File: src/sv/cms_pkg.sv
`default_nettype none

package cms_pkg;

  localparam int unsigned SITE_WINDOW = 65536;
  localparam int unsigned SITE_AW     = $clog2(SITE_WINDOW);
  localparam int unsigned COUNT_WIDTH = 16;
  localparam int unsigned CNT_N       = 6;
  localparam int unsigned FIELD_W     = 16;

  localparam logic [7:0] ASCII_C_UP = 8'h43;
  localparam logic [7:0] ASCII_C_LO = 8'h63;
  localparam logic [7:0] ASCII_G_UP = 8'h47;
  localparam logic [7:0] ASCII_G_LO = 8'h67;
  localparam logic [7:0] ASCII_T_UP = 8'h54;
  localparam logic [7:0] ASCII_A_UP = 8'h41;
  localparam logic [7:0] MIN_QUALITY_RESET = 8'd33;

  typedef enum logic {
    ACT_OBSERVE = 1'b0,
    ACT_READ    = 1'b1
  } action_e;

  typedef enum logic [2:0] {
    SEL_WC   = 3'd0,
    SEL_WT   = 3'd1,
    SEL_WZ   = 3'd2,
    SEL_CC   = 3'd3,
    SEL_CT   = 3'd4,
    SEL_CZ   = 3'd5,
    SEL_NONE = 3'd6
  } cnt_sel_e;

  typedef enum logic [1:0] {
    ST_CLEAR  = 2'd0,
    ST_IDLE   = 2'd1,
    ST_UPDATE = 2'd2
  } state_e;

  typedef struct packed {
    logic        action;
    logic [15:0] site_address;
    logic [7:0]  ref_base;
    logic [7:0]  ref_next_base;
    logic [7:0]  read_base;
    logic [7:0]  read_next_base;
    logic        has_next;
    logic [7:0]  quality;
    logic        strand;
  } in_item_t;

  typedef struct packed {
    logic        is_cpg;
    logic        counted;
    logic        site_seen;
    logic [15:0] watson_c;
    logic [15:0] watson_t;
    logic [15:0] watson_other;
    logic [15:0] crick_c;
    logic [15:0] crick_t;
    logic [15:0] crick_other;
  } out_item_t;

  typedef logic [CNT_N-1:0][COUNT_WIDTH-1:0] cnt_vec_t;

  typedef struct packed {
    logic     seen;
    cnt_vec_t cnt;
  } site_entry_t;

  typedef struct packed {
    logic clr_en;
    logic load;
    logic commit;
  } ctrl_cmd_t;

  typedef struct packed {
    logic clr_last;
  } ctrl_sts_t;

endpackage

`default_nettype wire

File: src/sv/cms_ctrl.sv
`default_nettype none

module cms_ctrl (
  input  logic               clk_i,
  input  logic               rst_ni,
  input  logic               in_valid_i,
  output logic               in_stall_o,
  output logic               out_valid_o,
  input  logic               out_stall_i,
  input  cms_pkg::ctrl_sts_t sts_i,
  output cms_pkg::ctrl_cmd_t cmd_o
);
  import cms_pkg::*;

  state_e state_q, state_d;
  logic   out_valid_q, out_valid_d;
  logic   out_busy;

  assign out_busy = out_valid_q && out_stall_i;

  always_ff @(posedge clk_i or negedge rst_ni) begin
    if (!rst_ni) begin
      state_q     <= ST_CLEAR;
      out_valid_q <= 1'b0;
    end else begin
      state_q     <= state_d;
      out_valid_q <= out_valid_d;
    end
  end

  always_comb begin
    state_d     = state_q;
    out_valid_d = out_busy;
    cmd_o       = '0;
    in_stall_o  = 1'b1;
    case (state_q)
      ST_CLEAR: begin
        cmd_o.clr_en = 1'b1;
        if (sts_i.clr_last) begin
          state_d = ST_IDLE;
        end
      end
      ST_IDLE: begin
        in_stall_o = 1'b0;
        if (in_valid_i) begin
          cmd_o.load = 1'b1;
          state_d    = ST_UPDATE;
        end
      end
      ST_UPDATE: begin
        // hold until the output register is free
        if (!out_busy) begin
          cmd_o.commit = 1'b1;
          out_valid_d  = 1'b1;
          state_d      = ST_IDLE;
        end
      end
      default: begin
        state_d = ST_CLEAR;
      end
    endcase
  end

  assign out_valid_o = out_valid_q;

endmodule

`default_nettype wire

File: config.mk
export PLATFORM = sky130hd
export DESIGN_NAME = cms_ctrl
export DESIGN_NICKNAME = d
export VERILOG_FILES = /design/src/sv/cms_pkg.sv /design/src/sv/cms_ctrl.sv
export SDC_FILE = /design/constraint.sdc
export NUM_CORES = 1
export LEC_CHECK = 0
export ABC_AREA = 1
export BUFFER_PORTS_ARGS = -buffer_cell sky130_fd_sc_hd__buf_2
export CORE_AREA = 3 3 40 42
export CTS_BUF_LIST = sky130_fd_sc_hd__clkbuf_8
export CTS_CLUSTER_DIAMETER = 80
export DETAILED_ROUTE_END_ITERATION = 6
export DIE_AREA = 0 0 43 45
export GPL_TIMING_DRIVEN = 0
export PLACE_DENSITY = 0.33
export SYNTH_ARGS = -nofsm -noshare
export SYNTH_HDL_FRONTEND = slang
export SYNTH_SLANG_ARGS = --single-unit
export TNS_END_PERCENT = 100
File: constraint.sdc
create_clock -name clk_i -period 0.9 [get_ports clk_i]
set_input_delay 0.045 -clock clk_i [delete_from_list [all_inputs] [get_ports clk_i]]
set_output_delay 0.045 -clock clk_i [all_outputs]
set_load 0.05 [all_outputs]
* Word level (Yosys, flattened, before mapping)
Cells that the tools add are included.
** Word-level totals
- Input bits :: 5
- Register bits after elaboration :: 3
- Logic and storage cells :: 21
** Cells by class
- Reductions and logical operators :: 3
- Equal/unequal tests :: 5
- Multiplexer cells :: 11
** Operators by type and width (number)
- 2-to-1 mux 1 bit :: 7
- 2-to-1 mux 2 bit :: 3
- != test 2 bit, second input constant :: 3
- one-hot mux 2 bit (3 select lines) :: 1
- AND reduction 3 bit :: 1
- == test 2 x 1 -> 1 bit, second input constant :: 1
- == test 2 bit, second input constant :: 1
- zero test 2 bit :: 1
- logical AND 1 bit :: 1

* Longest topological paths before layout
- Depth after elaboration :: 3
- Depth in mapped cells :: 5
- Gate-level depth less buffers :: 5

* Worst setup path after synthesis
Ideal clock, no wire load.
- Path type :: reg2out
- Start point :: register state_q[1]
- End point :: output port cmd_o[1] in the netlist's numbering
- Stages on the path, launching flop included :: 4
- Slack :: -0.664 ns
- Arrival time :: 1.519 ns
- Path buffers :: 0
- Cells stage by stage :: dfrtp_1 > inv_1 > nand2_1 > nor2_1
** RTL lines
- start, declared :: line cms_ctrl.sv:15 : state_e state_q, state_d;
- start signal, assigned :: line cms_ctrl.sv:26 : state_q <= state_d;
- end, declared :: line cms_ctrl.sv:11 : output cms_pkg::ctrl_cmd_t cmd_o

==> reports/qor.csv <==
metric,value,unit
status,"finished, violations left",
failing checks,negative setup slack,
Rows,13,
slowest cell on the critical path,dfrtp_2,
# clock sinks,3,
DIE HEIGHT,45,um
share of post-route cells with drive strength above 1,0.692,
Pleak,0.000197,uW
Initial Util,0.117,
CTS tree,built,
worst-path maximum fanout,4,
Power per Cell Area,4500,nW/um^2
"Largest stage delay, worst path",0.45,ns
register area share after synthesis,0.500,
final slew viol count,0,
Tightest Pin Transition,0.252,ns
DR vias,181,
# diodes,0,
cell taking the most area after synthesis,dfrtp_1,
Startpoint Class,register,
#FFs+latches synth,3,
max_cap viols,0,
worst path cell trace,nor2_4 -> inv_2 -> nor2_4 -> buf_8,
Top Ports,10,
Crit path arrival time,1.09,ns
worst hold slack,0.0706,ns
Routed WL per cell,7.83,um
number of antenna violations at the first check in global routing,0,
skew final,0.00175,ns
CTS Root Cell,clkbuf_8,
peak supply drop,1310,uV
Initial DRC Count,0,
Yosys Warn Count,0,
most frequent CP cell,nor2_4,
Achievable Freq,885,MHz
worst setup margin,-0.230,ns
Die W,43,um
Worst EP required,0.85,ns
Cell variety after synth,6,
dpl cell area,249,sq um
Crit Path Class,register to output port,
Post-Layout Cell Count,54,
Worst Hold Class,input pin to register,
synthesized instance count,22,
Fillers,146,
Netlist Area Pre-Place,150,sq um
syn avg cell area,6.82,sq um
gr usage total,0.0568,
Final Hold Viols,0,
crit path capture type,output port,
Worst R2R Setup Slack,-0.03,ns
Synth area leaders,"dfrtp_1 50%, inv_1 15%, nand2_1 15%",
die area,1940,sq um
Post-Syn Nets,27,
number of CTS-inserted buffers,3,
Antenna Nets Post-Route,0,
area grow syn2layout,152,%
Slew Limit Headroom,0.833,
RePlAce Congestion,0.623,
Port Buffer Count,9,
"Reg clk slew, reported paths",0.03,ns
fin crit period,1.13,ns
post-DR vias/cell,3.35,
RSZ-0062 raised after global routing,true,
vias in the first global route,183,
first-pass GRT wire length,731,um
CP top delay family,flip-flops,
Overflow after GRT,0,
Routed WL,423,um
share of the synthesized area in the top cell type,0.500,
clk buf depth,2,
Util after Layout,0.294,
CTS H-tree depth,1,
placed cell count,46,
drt drc,0,
fin nets,45,
largest net degree at the start of global routing,5,
drt pass-1 iters,1,
area of the core,1280,sq um
final setup violation count,5,
design area,378,sq um
Final period util,1.26,
HPWL after DPL,312,um
latest clock arrival within the worst-skew pair,0.21,ns
Crit path buffers/inverters,2,
## synthesized netlist by cell type
cell	n
dfrtp_1	3
inv_1	6
nand2_1	6
nand3_1	2
nor2_1	4
o21ai_0	1
## where the power goes
part / internal [uW] / switching, uW
combinational: 413 / 621
clock: 290 / 86.1
sequential: 204 / 85.3
## worst paths after layout
kind,from,endpoint,depth (start not counted)
min in group asynchronous,rst_ni,out_valid_o,2
max reg2reg,state_q[0],state_q[0],4
max,state_q[0],cmd_o[0],4
min reg2reg,out_valid_o,out_valid_o,2
max in group asynchronous,rst_ni,state_q[0],2
min,out_stall_i,out_valid_o,3
## final cells by class
class,count,area (sq um),share of cell area
repair buffers,13,118,0.311
multi-input cells,13,96.3,0.255
flip-flops and latches,3,77.6,0.205
clock buffers,3,41.3,0.109
inverters,6,22.5,0.0596
well taps,15,18.8,0.0497
clock inverters,1,3.75,0.00993
## through the flow
| step | TNS [ns] | worst slack, ns | total power, uW |
|---|---|---|---|
| after detailed placement | -0.272 | -0.179 | 1030 |
| after global placement | -0.265 | -0.182 | 1020 |
| after CTS | -0.643 | -0.214 | 1690 |
| after global routing | -0.964 | -0.260 | 1800 |
| final | -0.687 | -0.230 | 1700 |
| after floorplan | -0.296 | -0.133 | 880 |
## flip-flops by register name, summed over array words and instances, names as in the netlist
| name | count |
|---|---|
| out_valid_o | 1 |
| state_q | 2 |
## cell usage in the layout (no fill, tap or decap), drive strengths merged
| master | count |
|---|---|
| nand3 | 2 |
| nor2 | 4 |
| o21ai | 1 |
| inv | 7 |
| nand2 | 6 |
| dlygate4sd3 | 1 |
| buf | 12 |
| clkbuf | 3 |
| dfrtp | 3 |
## layer usage
layer	track usage	part of all wire	vias to the layer above
met5	0	0	-
met4	0.0723	0	0
met3	0.0279	0.052	0
met2	0.0838	0.57	3
met1	0.0510	0.38	82
li1	-	-	96
## worst reg2reg max path, stage by stage (launching register included)
cell	delay (ns)
dfrtp_2	0.45
nor2_4	0.13
nand2_1	0.08
nand3_1	0.08
nand2_1	0.06
## kinds of logic after synthesis
group | share of synthesized area
AOI/OAI and AO/OA | 0.0333
buffers and inverters | 0.150
DFF | 0.500
and+or+nand+nor | 0.317
## repair_timing
| item | CTS | global route |
|---|---|---|
| setup buffers | 3 | 0 |
| setup endpoints to repair | 5 | 6 |
| hold endpoints to repair | 3 | 0 |
| gates resized for setup | 14 | 2 |
| pin swaps | 5 | 1 |
| hold buffers | 1 | 0 |
Power figures use the tool's default switching activity.
